`src/rtl/tsd_pkg.sv`:
```
`timescale 1ns / 1ps

package tsd_pkg;

  localparam int CoordW    = 12;
  localparam int SizeW     = 13;
  localparam int TravelW   = 12;
  localparam int RatioW    = 4;
  localparam int TimeW     = 32;
  localparam int MaxTimeW  = 16;
  localparam int ByteW     = 8;
  localparam int CountW    = 4;
  localparam int SwipeW    = 2;
  localparam int ProdW     = TravelW + RatioW;
  localparam int CfgIdxW   = 3;
  localparam int CfgDataW  = 16;

  // register indexes
  localparam logic [CfgIdxW-1:0] CFG_PANEL_WIDTH      = 3'd0;
  localparam logic [CfgIdxW-1:0] CFG_PANEL_HEIGHT     = 3'd1;
  localparam logic [CfgIdxW-1:0] CFG_SWIPE_MIN_TRAVEL = 3'd2;
  localparam logic [CfgIdxW-1:0] CFG_TRAVEL_RATIO     = 3'd3;
  localparam logic [CfgIdxW-1:0] CFG_SWIPE_MAX_TIME   = 3'd4;

  localparam logic [SizeW-1:0]    PANEL_WIDTH_RST      = 13'd368;
  localparam logic [SizeW-1:0]    PANEL_HEIGHT_RST     = 13'd448;
  localparam logic [TravelW-1:0]  SWIPE_MIN_TRAVEL_RST = 12'd90;
  localparam logic [RatioW-1:0]   TRAVEL_RATIO_RST     = 4'd2;
  localparam logic [MaxTimeW-1:0] SWIPE_MAX_TIME_RST   = 16'd700;

  localparam logic [SwipeW-1:0] SWIPE_NONE  = 2'd0;
  localparam logic [SwipeW-1:0] SWIPE_LEFT  = 2'd1;
  localparam logic [SwipeW-1:0] SWIPE_RIGHT = 2'd2;

  localparam logic MODE_POLL = 1'b0;
  localparam logic MODE_TAKE = 1'b1;

  typedef struct packed {
    logic               mode;
    logic               read_ok;
    logic [ByteW-1:0]   status_byte;
    logic [ByteW-1:0]   x_high_byte;
    logic [ByteW-1:0]   x_low_byte;
    logic [ByteW-1:0]   y_high_byte;
    logic [ByteW-1:0]   y_low_byte;
    logic [TimeW-1:0]   now_ms;
  } tsd_item_t;

  typedef struct packed {
    logic               touch_down;
    logic [CoordW-1:0]  point_x;
    logic [CoordW-1:0]  point_y;
    logic               cancel_touch;
    logic [SwipeW-1:0]  taken_swipe;
  } tsd_result_t;

  typedef struct packed {
    logic [SizeW-1:0]    panel_width;
    logic [SizeW-1:0]    panel_height;
    logic [TravelW-1:0]  swipe_min_travel;
    logic [RatioW-1:0]   travel_ratio;
    logic [MaxTimeW-1:0] swipe_max_time;
  } tsd_cfg_t;

  typedef struct packed {
    logic [CoordW-1:0] last_x;
    logic [CoordW-1:0] last_y;
    logic [CoordW-1:0] start_x;
    logic [CoordW-1:0] start_y;
    logic [TimeW-1:0]  start_time;
    logic              tracking;
    logic              swallowed;
    logic [SwipeW-1:0] pending_swipe;
  } tsd_state_t;

  // a size of zero acts as one; a size above the coordinate range never clamps
  function automatic logic [CoordW-1:0] clamp_axis(input logic [CoordW-1:0] v,
                                                   input logic [SizeW-1:0] size);
    logic [SizeW-1:0]  s;
    logic [SizeW-1:0]  s_m1;
    logic [CoordW-1:0] r;
    s    = (size == '0) ? SizeW'(1) : size;
    s_m1 = s - SizeW'(1);
    r    = v;
    if ({1'b0, v} >= s) begin
      r = s_m1[CoordW-1:0];
    end
    return r;
  endfunction

endpackage

```
`src/rtl/tsd_in_if.sv`:
```
`timescale 1ns / 1ps

interface tsd_in_if import tsd_pkg::*; ();
  logic               valid;
  logic               ready;
  logic               mode;
  logic               read_ok;
  logic [ByteW-1:0]   status_byte;
  logic [ByteW-1:0]   x_high_byte;
  logic [ByteW-1:0]   x_low_byte;
  logic [ByteW-1:0]   y_high_byte;
  logic [ByteW-1:0]   y_low_byte;
  logic [TimeW-1:0]   now_ms;

  modport source (
    output valid, mode, read_ok, status_byte, x_high_byte, x_low_byte,
           y_high_byte, y_low_byte, now_ms,
    input  ready
  );

  modport sink (
    input  valid, mode, read_ok, status_byte, x_high_byte, x_low_byte,
           y_high_byte, y_low_byte, now_ms,
    output ready
  );
endinterface

```
`src/rtl/tsd_out_if.sv`:
```
`timescale 1ns / 1ps

interface tsd_out_if import tsd_pkg::*; ();
  logic              valid;
  logic              ready;
  logic              touch_down;
  logic [CoordW-1:0] point_x;
  logic [CoordW-1:0] point_y;
  logic              cancel_touch;
  logic [SwipeW-1:0] taken_swipe;

  modport source (
    output valid, touch_down, point_x, point_y, cancel_touch, taken_swipe,
    input  ready
  );

  modport sink (
    input  valid, touch_down, point_x, point_y, cancel_touch, taken_swipe,
    output ready
  );
endinterface

```
`src/rtl/tsd_step.sv`:
```
`timescale 1ns / 1ps

module tsd_step import tsd_pkg::*; (
  input  tsd_item_t   item,
  input  tsd_state_t  state,
  input  tsd_cfg_t    cfg,
  output tsd_result_t res,
  output tsd_state_t  state_nxt
);

  logic [CoordW-1:0] x;
  logic [CoordW-1:0] y;
  logic [CoordW-1:0] adx;
  logic [CoordW-1:0] ady;
  logic [ProdW-1:0]  ady_scaled;
  logic [TimeW-1:0]  elapsed;
  logic              pressed;
  logic              swipe_hit;

  assign x = clamp_axis({item.x_high_byte[CountW-1:0], item.x_low_byte}, cfg.panel_width);
  assign y = clamp_axis({item.y_high_byte[CountW-1:0], item.y_low_byte}, cfg.panel_height);

  assign adx = (x >= state.start_x) ? (x - state.start_x) : (state.start_x - x);
  assign ady = (y >= state.start_y) ? (y - state.start_y) : (state.start_y - y);
  assign ady_scaled = ProdW'(ady) * ProdW'(cfg.travel_ratio);
  // modulo 2^32 elapsed time
  assign elapsed = item.now_ms - state.start_time;

  assign pressed = item.read_ok && (item.status_byte[CountW-1:0] != '0);

  assign swipe_hit = (adx >= cfg.swipe_min_travel)
                  && (ProdW'(adx) > ady_scaled)
                  && (elapsed <= TimeW'(cfg.swipe_max_time));

  always_comb begin
    res       = '0;
    state_nxt = state;
    case (item.mode)
      MODE_TAKE: begin
        res.taken_swipe         = state.pending_swipe;
        state_nxt.pending_swipe = SWIPE_NONE;
      end
      MODE_POLL: begin
        if (!pressed) begin
          state_nxt.tracking  = 1'b0;
          state_nxt.swallowed = 1'b0;
          res.point_x         = state.last_x;
          res.point_y         = state.last_y;
        end else begin
          state_nxt.last_x = x;
          state_nxt.last_y = y;
          res.point_x      = x;
          res.point_y      = y;
          if (!state.swallowed) begin
            if (!state.tracking) begin
              state_nxt.tracking   = 1'b1;
              state_nxt.start_x    = x;
              state_nxt.start_y    = y;
              state_nxt.start_time = item.now_ms;
              res.touch_down       = 1'b1;
            end else if (swipe_hit) begin
              state_nxt.pending_swipe = (x < state.start_x) ? SWIPE_LEFT : SWIPE_RIGHT;
              state_nxt.swallowed     = 1'b1;
              res.cancel_touch        = 1'b1;
            end else begin
              res.touch_down = 1'b1;
            end
          end
        end
      end
      default: begin
        res       = '0;
        state_nxt = state;
      end
    endcase
  end

endmodule

```
`src/rtl/touch_swipe_detector.sv`:
```
`timescale 1ns / 1ps

// Channel   Dir  Handshake          Payload
// in_if     in   valid/ready        mode, read_ok, status_byte, x/y bytes, now_ms
// out_if    out  valid/ready        touch_down, point_x, point_y, cancel_touch,
//                                   taken_swipe
// cfg_*     in   cfg_we (no ready)  cfg_index, cfg_wdata
//
// One item per cycle sustained while out_if.ready stays high. An accepted item
// passes through the input register, then the result register, with the
// decode, clamp and swipe compare between them; its result is valid on out_if
// from the result register. Touch state updates as an item enters the result
// register. out_if.ready low holds the result and backs up into the input
// register; in_if.ready drops only when both are full.
// rst_n (synchronous) clears touch state, pending swipe and valid flags and
// loads the register defaults.

module touch_swipe_detector import tsd_pkg::*; (
  input  logic                clk,
  input  logic                rst_n,
  tsd_in_if.sink              in_if,
  tsd_out_if.source           out_if,
  input  logic                cfg_we,
  input  logic [CfgIdxW-1:0]  cfg_index,
  input  logic [CfgDataW-1:0] cfg_wdata
);

  tsd_cfg_t    cfg_r;
  tsd_state_t  state_r;
  tsd_state_t  state_nxt;
  tsd_item_t   in_item;
  tsd_item_t   s1_item_r;
  logic        s1_valid_r;
  tsd_result_t res_nxt;
  tsd_result_t out_res_r;
  logic        out_valid_r;
  logic        advance;
  logic        in_take;

  assign in_item = '{
    mode:        in_if.mode,
    read_ok:     in_if.read_ok,
    status_byte: in_if.status_byte,
    x_high_byte: in_if.x_high_byte,
    x_low_byte:  in_if.x_low_byte,
    y_high_byte: in_if.y_high_byte,
    y_low_byte:  in_if.y_low_byte,
    now_ms:      in_if.now_ms
  };

  // move the held item into the result register when that register frees up
  assign advance     = s1_valid_r && (!out_valid_r || out_if.ready);
  assign in_if.ready = !s1_valid_r || advance;
  assign in_take     = in_if.valid && in_if.ready;

  always_ff @(posedge clk) begin
    if (!rst_n) begin
      cfg_r.panel_width      <= PANEL_WIDTH_RST;
      cfg_r.panel_height     <= PANEL_HEIGHT_RST;
      cfg_r.swipe_min_travel <= SWIPE_MIN_TRAVEL_RST;
      cfg_r.travel_ratio     <= TRAVEL_RATIO_RST;
      cfg_r.swipe_max_time   <= SWIPE_MAX_TIME_RST;
    end else if (cfg_we) begin
      case (cfg_index)
        CFG_PANEL_WIDTH:      cfg_r.panel_width      <= cfg_wdata[SizeW-1:0];
        CFG_PANEL_HEIGHT:     cfg_r.panel_height     <= cfg_wdata[SizeW-1:0];
        CFG_SWIPE_MIN_TRAVEL: cfg_r.swipe_min_travel <= cfg_wdata[TravelW-1:0];
        CFG_TRAVEL_RATIO:     cfg_r.travel_ratio     <= cfg_wdata[RatioW-1:0];
        CFG_SWIPE_MAX_TIME:   cfg_r.swipe_max_time   <= cfg_wdata[MaxTimeW-1:0];
        default: ;
      endcase
    end
  end

  tsd_step u_step (
    .item      (s1_item_r),
    .state     (state_r),
    .cfg       (cfg_r),
    .res       (res_nxt),
    .state_nxt (state_nxt)
  );

  always_ff @(posedge clk) begin
    if (!rst_n) begin
      s1_valid_r <= 1'b0;
    end else if (in_take) begin
      s1_valid_r <= 1'b1;
    end else if (advance) begin
      s1_valid_r <= 1'b0;
    end
  end

  always_ff @(posedge clk) begin
    if (in_take) begin
      s1_item_r <= in_item;
    end
  end

  always_ff @(posedge clk) begin
    if (!rst_n) begin
      state_r     <= '0;
      out_valid_r <= 1'b0;
    end else if (advance) begin
      state_r     <= state_nxt;
      out_valid_r <= 1'b1;
    end else if (out_if.ready) begin
      out_valid_r <= 1'b0;
    end
  end

  always_ff @(posedge clk) begin
    if (advance) begin
      out_res_r <= res_nxt;
    end
  end

  assign out_if.valid        = out_valid_r;
  assign out_if.touch_down   = out_res_r.touch_down;
  assign out_if.point_x      = out_res_r.point_x;
  assign out_if.point_y      = out_res_r.point_y;
  assign out_if.cancel_touch = out_res_r.cancel_touch;
  assign out_if.taken_swipe  = out_res_r.taken_swipe;

endmodule
```
`src/flat_wrapper.sv`:
```
// flat-port wrapper written by rule: the top's interface ports become plain ports
module touch_swipe_detector_flat import tsd_pkg::*;
  (clk, rst_n, cfg_we, cfg_index, cfg_wdata, in_if_valid, in_if_mode, in_if_read_ok, in_if_status_byte, in_if_x_high_byte, in_if_x_low_byte, in_if_y_high_byte, in_if_y_low_byte, in_if_now_ms, in_if_ready, out_if_valid, out_if_touch_down, out_if_point_x, out_if_point_y, out_if_cancel_touch, out_if_taken_swipe, out_if_ready);
  tsd_in_if in_if_i ();
  tsd_out_if out_if_i ();
  input  logic clk;
  input  logic rst_n;
  input  logic cfg_we;
  input  logic [CfgIdxW-1:0] cfg_index;
  input  logic [CfgDataW-1:0] cfg_wdata;
  input wire logic [$bits(in_if_i.valid)-1:0] in_if_valid;
  input wire logic [$bits(in_if_i.mode)-1:0] in_if_mode;
  input wire logic [$bits(in_if_i.read_ok)-1:0] in_if_read_ok;
  input wire logic [$bits(in_if_i.status_byte)-1:0] in_if_status_byte;
  input wire logic [$bits(in_if_i.x_high_byte)-1:0] in_if_x_high_byte;
  input wire logic [$bits(in_if_i.x_low_byte)-1:0] in_if_x_low_byte;
  input wire logic [$bits(in_if_i.y_high_byte)-1:0] in_if_y_high_byte;
  input wire logic [$bits(in_if_i.y_low_byte)-1:0] in_if_y_low_byte;
  input wire logic [$bits(in_if_i.now_ms)-1:0] in_if_now_ms;
  output wire logic [$bits(in_if_i.ready)-1:0] in_if_ready;
  output wire logic [$bits(out_if_i.valid)-1:0] out_if_valid;
  output wire logic [$bits(out_if_i.touch_down)-1:0] out_if_touch_down;
  output wire logic [$bits(out_if_i.point_x)-1:0] out_if_point_x;
  output wire logic [$bits(out_if_i.point_y)-1:0] out_if_point_y;
  output wire logic [$bits(out_if_i.cancel_touch)-1:0] out_if_cancel_touch;
  output wire logic [$bits(out_if_i.taken_swipe)-1:0] out_if_taken_swipe;
  input wire logic [$bits(out_if_i.ready)-1:0] out_if_ready;
  assign in_if_i.valid = in_if_valid;
  assign in_if_i.mode = in_if_mode;
  assign in_if_i.read_ok = in_if_read_ok;
  assign in_if_i.status_byte = in_if_status_byte;
  assign in_if_i.x_high_byte = in_if_x_high_byte;
  assign in_if_i.x_low_byte = in_if_x_low_byte;
  assign in_if_i.y_high_byte = in_if_y_high_byte;
  assign in_if_i.y_low_byte = in_if_y_low_byte;
  assign in_if_i.now_ms = in_if_now_ms;
  assign in_if_ready = in_if_i.ready;
  assign out_if_valid = out_if_i.valid;
  assign out_if_touch_down = out_if_i.touch_down;
  assign out_if_point_x = out_if_i.point_x;
  assign out_if_point_y = out_if_i.point_y;
  assign out_if_cancel_touch = out_if_i.cancel_touch;
  assign out_if_taken_swipe = out_if_i.taken_swipe;
  assign out_if_i.ready = out_if_ready;
  touch_swipe_detector u_core (.clk(clk), .rst_n(rst_n), .in_if(in_if_i), .out_if(out_if_i), .cfg_we(cfg_we), .cfg_index(cfg_index), .cfg_wdata(cfg_wdata));
endmodule
```
`config.mk`:
```
export PLATFORM = sky130hd
export DESIGN_NAME = touch_swipe_detector_flat
export DESIGN_NICKNAME = d
export VERILOG_FILES = /design/src/rtl/tsd_pkg.sv /design/src/rtl/tsd_in_if.sv /design/src/rtl/tsd_out_if.sv /design/src/rtl/tsd_step.sv /design/src/rtl/touch_swipe_detector.sv /design/src/flat_wrapper.sv
export SDC_FILE = /design/constraint.sdc
export NUM_CORES = 1
export LEC_CHECK = 0
export BUFFER_PORTS_ARGS = -buffer_cell sky130_fd_sc_hd__buf_2
export CAP_MARGIN = 30
export CORE_ASPECT_RATIO = 1.25
export CORE_MARGIN = 2
export CORE_UTILIZATION = 35
export CTS_CLUSTER_DIAMETER = 200
export DETAILED_ROUTE_END_ITERATION = 7
export MAX_ROUTING_LAYER = met4
export PLACE_DENSITY = 0.55
export SLEW_MARGIN = 30
export SYNTH_ARGS = -nofsm -noshare
export SYNTH_HDL_FRONTEND = slang
export SYNTH_HIERARCHICAL = 1
export SYNTH_SLANG_ARGS = --single-unit
```
`constraint.sdc`:
```
create_clock -name clk -period 10.34 [get_ports clk]
set_input_delay 2.068 -clock clk [delete_from_list [all_inputs] [get_ports clk]]
set_output_delay 2.068 -clock clk [all_outputs]
set_load 0.03 [all_outputs]
```
## Word-level counts from Yosys, hierarchy flattened

Cells that the tools add are included.

| word-level totals | value |
|---|---|
| register bits after elaboration | 234 |
| bits of input ports | 98 |
| output and inout port bits | 30 |
| logic and storage cells | 105 |

| cells by class | value |
|---|---|
| add/subtract/negate cells | 7 |
| $mul | 1 |
| magnitude comparators | 8 |
| equality and inequality tests | 9 |
| multiplexer cells | 21 |
| bitwise logic cells | 4 |
| reduce and logical (&&, ||, !) cells | 27 |

Operators by type and width:

| operator | count |
|---|---|
| 12-bit two-way mux | 4 |
| 12-bit subtractor | 4 |
| 12-bit greater-or-equal comparator | 3 |
| 32-bit by 16-bit less-or-equal comparator with 1-bit output | 1 |
| 32-bit subtractor | 1 |
| 12-bit by 13-bit greater-or-equal comparator with 1-bit output | 2 |
| 13-bit zero test | 2 |
| 13-bit two-way mux | 2 |
| 24-bit two-way mux | 1 |
| 12-bit by 1-bit subtractor with 12-bit output (second input constant) | 2 |
| 12-bit by 16-bit > comparator with 1-bit output | 1 |
| 12-bit by 4-bit multiplier with 16-bit output | 1 |
| 12-bit less-than comparator | 1 |
| 2-bit AND reduction | 6 |
| 5-bit AND reduction | 2 |
| 2-bit inequality test (second input constant) | 4 |
| 1-bit two-way mux | 7 |
| 3-bit by 2-bit equality test with 1-bit output (second input constant) | 2 |
| 2-bit two-way mux | 3 |
| 3-bit two-way mux | 2 |
| 3-bit AND reduction | 2 |
| 1-bit logical AND | 5 |
| 4-bit two-way mux | 1 |
| 1-bit NOT | 4 |
| 11 further kinds | 14 |

## Logic depth before layout (Yosys ltp)

Gate-level depths: netlist of run 1.

| logic depth | value |
|---|---|
| depth in word-level cells | 15 |
| gate-level depth with buffers | 53 |
| gate-level depth less buffers | 51 |

## Hierarchy

Netlist of run 1, hierarchy kept.

By module, submodules not included:

| module | times used | cells each | area an instance (µm²) | seq. area each (µm²) |
|---|---|---|---|---|
| tsd_step | 1 | 1406 | 9377.7 | 0.0 |
| touch_swipe_detector | 1 | 690 | 8438.1 | 5945.7 |

## Worst setup path before layout of run 1

No wires, ideal clock.

| timing | value |
|---|---|
| path kind | reg-to-reg |
| start point | reg u_core/cfg_r[35] in the netlist's numbering |
| end point | reg u_core/state_r[1] in the netlist's numbering |
| library setup time | 0.072 ns |
| arrival | 10.755 ns |
| data required time | 10.268 ns |
| path slack | -0.486 ns |
| stages on the path, launching flop included | 53 |
| path buffers | 3 |
| period minus slack after synthesis | 10.826 ns |
| cells stage by stage | dfxtp_1 -> or4_1 -> nor4_1 -> a21oi_1 -> inv_1 -> ha_1 -> nor2b_1 -> o21a_1 -> o21a_1 -> o21a_1 -> o21a_1 -> o21ai_0 -> nand2b_1 -> a21oi_1 -> clkbuf_1 -> mux2i_1 -> inv_1 -> ha_1 -> (+17 left out) -> a211oi_1 -> nand3_1 -> nand2_1 -> a21oi_1 -> xor2_1 -> ha_1 -> nand2_1 -> o21ai_0 -> nor2b_1 -> a31oi_1 -> nand3_1 -> or4_1 -> or4_1 -> or4_4 -> o21ba_1 -> nor3_2 -> nand2_1 -> mux2i_1 |

| on the way | value |
|---|---|
| cells in the longest elaborated chain, start to end | 12 |
| elaborated cells on any way between the ends | 15 |
| those cells by class | add/sub: 3; mul: 1; order compare: 3; eq/ne: 1; mux: 3; reduce/logical: 4 |

RTL lines:

| item | RTL line | text |
|---|---|---|
| start: declaration | touch_swipe_detector.sv:28 | `tsd_cfg_t cfg_r;` |
| 13-bit zero test | tsd_pkg.sv:82 | `s = (size == '0) ? SizeW'(1) : size;` |
| 13-bit two-way mux (*) | tsd_pkg.sv:82 |  |
| 12-bit by 1-bit subtractor with 12-bit output or 12-bit by 13-bit greater-or-equal comparator with 1-bit output (tied branches) | tsd_pkg.sv:83, tsd_pkg.sv:85 |  |
| 12-bit two-way mux (*) | tsd_pkg.sv:85 | `if ({1'b0, v} >= s) begin` |
| 12-bit subtractor or 12-bit greater-or-equal comparator (tied branches) | tsd_step.sv:24 | `assign ady = (y >= state.start_y) ? (y - state.start_y) : (state.start_y - y);` |
| 12-bit two-way mux (*) | tsd_step.sv:24 |  |
| 12-bit by 4-bit multiplier with 16-bit output (*) | tsd_step.sv:25 | `assign ady_scaled = ProdW'(ady) * ProdW'(cfg.travel_ratio);` |
| 12-bit by 16-bit > comparator with 1-bit output (*) | tsd_step.sv:32 | `&& (ProdW'(adx) > ady_scaled)` |
| 1-bit logical AND (*) | tsd_step.sv:32 |  |
| 1-bit logical AND (*) | tsd_step.sv:33 | `&& (elapsed <= TimeW'(cfg.swipe_max_time));` |
| 2-bit inequality test (no line) (*) | n/a |  |
| 5-bit AND reduction (no line) (*) | n/a |  |
| end signal: assignment | touch_swipe_detector.sv:104 | `state_r <= state_nxt;` |
| end: declaration | touch_swipe_detector.sv:29 | `tsd_state_t state_r;` |

Mark *: on every way between the ends. The rest lies on a longest branch, timed or not.
A chain may end at the register's enable or synchronous reset.

## Final worst setup path of run 1

Ends and elaborated chain as after synthesis.

==> results of run 1 <==
[worst min-delay path, cell delays in order, from the launching register on]
cell and delay [ns]:
dfxtp_1 0.30, nand2_1 0.05, mux2i_1 0.05
[layout by cell type, fill, tap and decap left out, drive strengths merged, types with 6 or more instances in the layout]
| cell | n |
|---|---|
| nand2 | 364 |
| buf | 270 |
| inv | 194 |
| o21ai | 186 |
| ha | 164 |
| mux2i | 146 |
| dfxtp | 144 |
| edfxtp | 90 |
| a21oi | 83 |
| nand3 | 70 |
| nor2 | 58 |
| nand2b | 41 |
| xnor2 | 39 |
| and2 | 38 |
| nor2b | 37 |
| clkbuf | 35 |
| a21o | 30 |
| xor2 | 26 |
| nand4 | 25 |
| fa | 25 |
| o22ai | 21 |
| nor3 | 19 |
| a211oi | 18 |
| o21a | 17 |
| nor4 | 15 |
| a31oi | 12 |
| clkinv | 10 |
| or3 | 9 |
| nor3b | 9 |
| o211ai | 7 |
| or4 | 7 |
| a21boi | 6 |
[registers in the layout, indices dropped and copies added, names as in the netlist]
| name | flops |
|---|---|
| u_core/out_if.cancel_touch | 1 |
| u_core/cfg_r | 58 |
| u_core/s1_item_r | 62 |
| u_core/out_if.point_x | 12 |
| u_core/out_if.taken_swipe | 2 |
| u_core/out_if.point_y | 12 |
| u_core/state_r | 84 |
| u_core/out_if.valid | 1 |
| u_core/s1_valid_r | 1 |
| u_core/out_if.touch_down | 1 |
[metal layers]
metal / vias up / part of all wire / track usage
li1: 7626 / - / -
met1: 6978 / 0.44 / 0.2229
met2: 258 / 0.49 / 0.3202
met3: 98 / 0.029 / 0.01680
met4: 0 / 0.040 / 0.08050
met5: - / 0 / -
[timing repair]
action                                  CTS  global route
endpoints found under the setup margin    5             5
gates resized for setup                  44            42
setup buffers                            16             5
pin swaps                                18            16
[how the worst max path moves through the flow]
stage / to / slack, ns
2_1_floorplan: u_core/state_r[1] / 0.04
4_1_cts: u_core/state_r[1] / 0.003
5_1_grt: u_core/state_r[1] / -0.32
3_5_place_dp: u_core/state_r[1] / -0.48
3_3_place_gp: u_core/state_r[1] / -0.48
6_report: u_core/state_r[1] / 0.26
[metrics by stage]
step	cells	area (sq um)
3_5_place_dp	2880	19430
2_1_floorplan	2084	17470
6_report	2952	20990
3_3_place_gp	2880	19430
4_1_cts	2947	20690
5_1_grt	2952	20990
[power by group through the flow]
stage / clock (mW) / sequential, mW / combinational [mW]
after floorplan: 0 / 1.04 / 0.624
after global placement: 0 / 1.04 / 0.952
after detailed placement: 0 / 1.04 / 0.967
after CTS: 1.04 / 1.02 / 1.05
after global routing: 1.07 / 1.02 / 1.21
final: 1.00 / 1.02 / 1.09
[final cells by class]
type | count | area share
Tap cell | 651 | 0.03881
Clock inverter | 16 | 0.008228
Clock buffer | 35 | 0.03667
Multi-Input combinational cell | 1554 | 0.5294
Inverter | 192 | 0.03434
Timing Repair Buffer | 270 | 0.08633
Sequential cell | 234 | 0.2662
==> metrics, run 1 <==
pre-CTS WS=-0.4752 ns; share of cells above drive strength 1=0.1756; fin crit share=0.9751; Inserted Diodes=0; Reg2Reg Depth=51; vias in the first global route=14612; via count=14960; GR Util All Layers=0.1865; RSZ-0062 raised after global routing=true; Die Ht=253.7 um; final setup violating endpoints=0; WL/cell=16.07 um; part of the power in the clock network=0.323; hold_ws=0.4530 ns; VDD IR max=0.1139 mV; Num CTS Buffers=28; largest net degree at the start of global routing=138; Top Ports=128; CP Buf/Inv Count=7; Root Buffer=clkbuf_16; routed wire length=47430 um; worst skew pair latency=0.59 ns; residual DRC count=0; Die W=203.7 um; CORE AREA=49300 sq um; CP top delay family=simple AND/OR/NAND/NOR gates; initial antenna violation count=0; post-DR vias/cell=5.068; Pins Over Slew Limit=0; LEAKAGE=8.698 nW; Logic pwr share=0.350; Mapped Area=17460 sq um; Hold Vio Cnt, Final=0; Synthesis Warnings=6; DRT Pass-1 Iters=5; GP Congestion=0.8732; Register Area=5587 sq um; outcome=finished, final reports clean; CP max-delay cell=fa_1; Synthesized Nets=2371; Fmax=0.09918 GHz; Hold-fix buffers, CTS=0; Util after Layout=0.4257; reg2reg start=u_core/cfg_r[35]; Max stage delay on crit path=0.55 ns; Hold Path Sink=u_core/state_r[29]; Layout Skew=0.03089 ns; setup TNS=0 ns; worst path required time=10.83 ns; CTS Sinks=234; Rel. slew slack=0.4206; Power, Total=3.108 mW; Worst-Margin Slew=0.8691 ns; Hold WC Path Type=reg2reg; max cap viols=0; Syn Inst Count=2084; PortBufs=115; # rows=91; arrival time worst endpoint=10.57 ns; critical path startpoint=u_core/cfg_r[35]; CTS HTree Levels=1; Die ar.=51690 sq um; Final #Nets=2567; Net Switching=1.034 mW; grt total ovfl=0; reg-to-reg slack, setup=0.26 ns; Post-DP HPWL=36050 um; area grow syn2layout=20.22%; Hold Path Origin=u_core/state_r[29]; Mean Syn Cell Area=8.376 sq um; Levels on crit path=51; Fillers=4948; crit path kind=reg2reg; element type at the critical path end=register; CTS tree=built; minimum clock period=10.08 ns; CP most frequent cell=a21oi_2; switching share of power=0.3328; first-pass GRT wire length=75790 um; Starting Density=0.3541; pwr dens=148.1 nW/um^2; cell-internal power=2.074 mW; Hold Crit Depth=2; top fanout value on the critical path=5; Final WS setup=0.2573 ns; CP Launch Type=register; clock buffer depth=3; Multi-input gate area=11110 sq um; reg2reg end=u_core/state_r[1]; Seq pwr share=0.328; 1st-iter DRT viols=813; Final ANT Viol Nets=0; clock-pin slew on the worst setup and hold paths=0.06 ns
Note: power is estimated with default switching activity, not from simulation.
==> run 2, diff against run 1 <==
--- a/config.mk
+++ b/config.mk
@@ -5,7 +5,7 @@
 export SDC_FILE = /design/constraint.sdc
 export NUM_CORES = 1
 export LEC_CHECK = 0
-export BUFFER_PORTS_ARGS = -buffer_cell sky130_fd_sc_hd__buf_2
+export BUFFER_PORTS_ARGS = -buffer_cell sky130_fd_sc_hd__buf_4
 export CAP_MARGIN = 30
 export CORE_ASPECT_RATIO = 1.25
 export CORE_MARGIN = 2
@@ -17,5 +17,4 @@
 export SLEW_MARGIN = 30
 export SYNTH_ARGS = -nofsm -noshare
 export SYNTH_HDL_FRONTEND = slang
-export SYNTH_HIERARCHICAL = 1
 export SYNTH_SLANG_ARGS = --single-unit
==> run 2 against run 1 <==
  * Design area is 7.7% lower
  * Non-clock buffer count fell by 76
  * Critical path type unchanged
  * Largest power group is now registers
  * Clock power barely moved
  * Clock skew grew 0.020 ns
  * Critical path depth did not move
  * Global-route usage fell by 0.19 points
  * Core utilization is 0.46 points lower
  * Synthesized area is 6.6% lower
  * Largest cell class unchanged
==> metrics, run 2 <==
most frequent cells in the layout=297 x nand2_1, 190 x inv_1, 189 x buf_4, 160 x ha_1, 143 x dfxtp_1; Power, Total=2.964 mW (-4.6%); grt total ovfl=0 (unchanged); first-pass GRT wire length=69720 um (-8.0%); Top Ports=128 (unchanged); outcome=finished, final reports clean; area grow syn2layout=18.88%; residual DRC count=0 (unchanged); met3 usage=0.02061 (+0.003811); Post-DP HPWL=33610 um (-6.8%); Synthesized Nets=2210 (-6.8%); top fanout value on the critical path=7 (+2); Worst-Margin Slew=0.9434 ns (+0.07428 ns); top cells by count, synth=299 x nand2_1, 191 x inv_1, 164 x ha_1, 144 x dfxtp_1, 112 x o21ai_0; clock-pin slew on the worst setup and hold paths=0.06 ns (about the same); Max stage delay on crit path=0.53 ns (-0.02 ns); max cap viols=0 (unchanged); met2 GRT Util=0.3337 (+0.01350); GP Congestion=0.8889 (+1.8%); arrival time worst endpoint=10.44 ns (-0.13 ns); Yosys reg bits=234; largest register by flop count=u_core.state_r; Hold WC Path Type=reg2reg; largest net degree at the start of global routing=106 (-23%); Mean Syn Cell Area=8.477 sq um (+1.2%); share of the synthesized area in the top cell type=0.1768; final setup violating endpoints=0 (unchanged); Pins Over Slew Limit=0 (unchanged); initial antenna violation count=1 (+1); cell with the most instances after synthesis=nand2_1; VDD IR max=0.1455 mV (+28%); Seq/Total Area, Yosys=0.3426; CORE AREA=46020 sq um (-6.6%); DRT Pass-1 Iters=5 (unchanged); post-DR vias/cell=5.105 (+0.74%); vias in the first global route=13337 (-8.7%); EDFF count, synth=90; max reg flops=84 (unchanged); fin crit share=0.9617 (-0.01343); hold_ws=0.4517 ns (-0.001268 ns); pwr dens=153.0 nW/um^2 (+3.3%); CP Launch Type=register; Die W=197.0 um (-3.3%); Synthesis Warnings=0 (-6); Die Ht=245.3 um (-3.3%); CTS Sinks=234 (unchanged); Num CTS Buffers=28 (unchanged); CP max-delay cell=or4_4; Rel. slew slack=0.3711 (-0.04952); CP Buf/Inv Count=9 (+2); crit path kind=reg2reg; Die ar.=48330 sq um (-6.5%); layer with the highest usage=met2; Final ANT Viol Nets=0 (unchanged); share of cells above drive strength 1=0.1418 (-0.03381); WL/cell=16.40 um (+2.1%); LEAKAGE=7.895 nW (-9.2%); clock buffer depth=3 (unchanged); Fillers=4650 (-6.0%); Final #Nets=2353 (-8.3%); element type at the critical path end=register; M1 GR Usage=0.2161 (-0.006721); 1st-iter DRT viols=614 (-24%); CP top delay family=simple AND/OR/NAND/NOR gates; FFs w/ async S/R, synth=0; Starting Density=0.3542 (about the same); Syn Inst Count=1923 (-7.7%); Largest regs=u_core.state_r (84), u_core.s1_item_r (62), u_core.cfg_r (58); commonest non-fill, non-tap cell in the layout=nand2_1; CTS HTree Levels=1 (unchanged); PortBufs=115 (unchanged); minimum clock period=9.944 ns (-0.1389 ns); # rows=88 (-3.3%); via count=13651 (-8.8%); worst skew pair latency=0.60 ns (about the same); GR Util All Layers=0.1846 (-0.001876); Yosys cell types=78; ranking of synthesized cells by area=dfxtp_1 18%, edfxtp_1 17%, ha_1 13%; Layout Skew=0.05077 ns (+0.01988 ns); Fmax=0.1006 GHz (+1.4%); worst path required time=10.84 ns (about the same); Mapped Area=16300 sq um (-6.6%); Hold Vio Cnt, Final=0 (unchanged); Yosys top cell by area=dfxtp_1; routed wire length=43860 um (-7.5%); CP most frequent cell=buf_4; Synth Flop Type=dfxtp_1; CTS tree=built; Root Buffer=clkbuf_16
run 2: worst paths after layout:
kind | start | to | slack (ns) | depth (start not counted)
setup reg to reg | u_core.cfg_r[39] | u_core.state_r[0] | 0.40 | 51
hold / removal | u_core.state_r[73] | u_core.state_r[73] | 0.45 | 2
hold reg to reg | u_core.state_r[73] | u_core.state_r[73] | 0.45 | 2
setup / recovery | u_core.cfg_r[39] | u_core.state_r[0] | 0.40 | 51
run 2: what timing repair did:
action | CTS | global route
gates resized for setup | 0 | 51
hold buffers | 0 | 0
setup endpoints to repair | 0 | 5
setup buffers | 0 | 9
run 2: kinds of logic (layout without fill, tap and decap cells):
kind of cell | Yosys count | in the layout | synth area share
AO/OA/AOI/OAI | 478 | 478 | 0.1881
other | 0 | 1 | 0
AND/OR/NAND/NOR | 645 | 645 | 0.1899
adder cells (fa/ha/maj) | 189 | 189 | 0.1566
buffers and inverters | 272 | 437 | 0.06317
flip-flops | 234 | 234 | 0.3426
multiplexers | 39 | 39 | 0.02410
XOR/XNOR | 66 | 66 | 0.03546
run 2: routing by layer:
metal / part of all wire / wire, um / vias to the layer above
li1: - / - / 6944
met1: 0.43 / 18940 / 6435
met2: 0.51 / 22460 / 213
met3: 0.033 / 1463 / 59
met4: 0.023 / 994 / 0
met5: 0 / 0 / -
run 2: worst reg2reg max path: cells and delay by family (launching register included):
family                     cells  cell delay (ns)
AOI/OAI and AO/OA             16             2.60
xor gates and xnor gates       1             0.16
adders and majority gates      6             2.09
buffers and inverters          9             1.12
DFF                            1             0.33
muxes                          2             0.42
and+or+nand+nor               17             3.13
run 2: area by class of cell:
type	instances	area (sq um)	area share
antenna	1	2.502	0.0001291
clock buffer	31	711.9	0.03674
clock inverter	21	237.7	0.01227
inverter	191	716.9	0.03700
multi-input combinational	1417	9912	0.5115
sequential	234	5587	0.2883
tap	585	732.0	0.03777
timing repair buffer	194	1479	0.07632
run 2: power breakdown:
part	internal, mW	switching, mW	total, mW
combinational	0.410	0.529	0.939
sequential	0.995	0.0220	1.02
clock	0.599	0.409	1.01
run 2: per-stage QoR:
step	TNS, ns	cell area [sq um]	utilization	worst slack, ns	std cells
detailed placement	0	18120	0.3938	0.1330	2611
floorplan	0	16300	-	0.6753	1923
CTS	0	19070	0.4144	0.007718	2663
global route	-0.1122	19380	0.4211	-0.06718	2674
finish	0	19380	0.4211	0.3962	2674
global placement	0	18120	0.3938	0.1940	2611
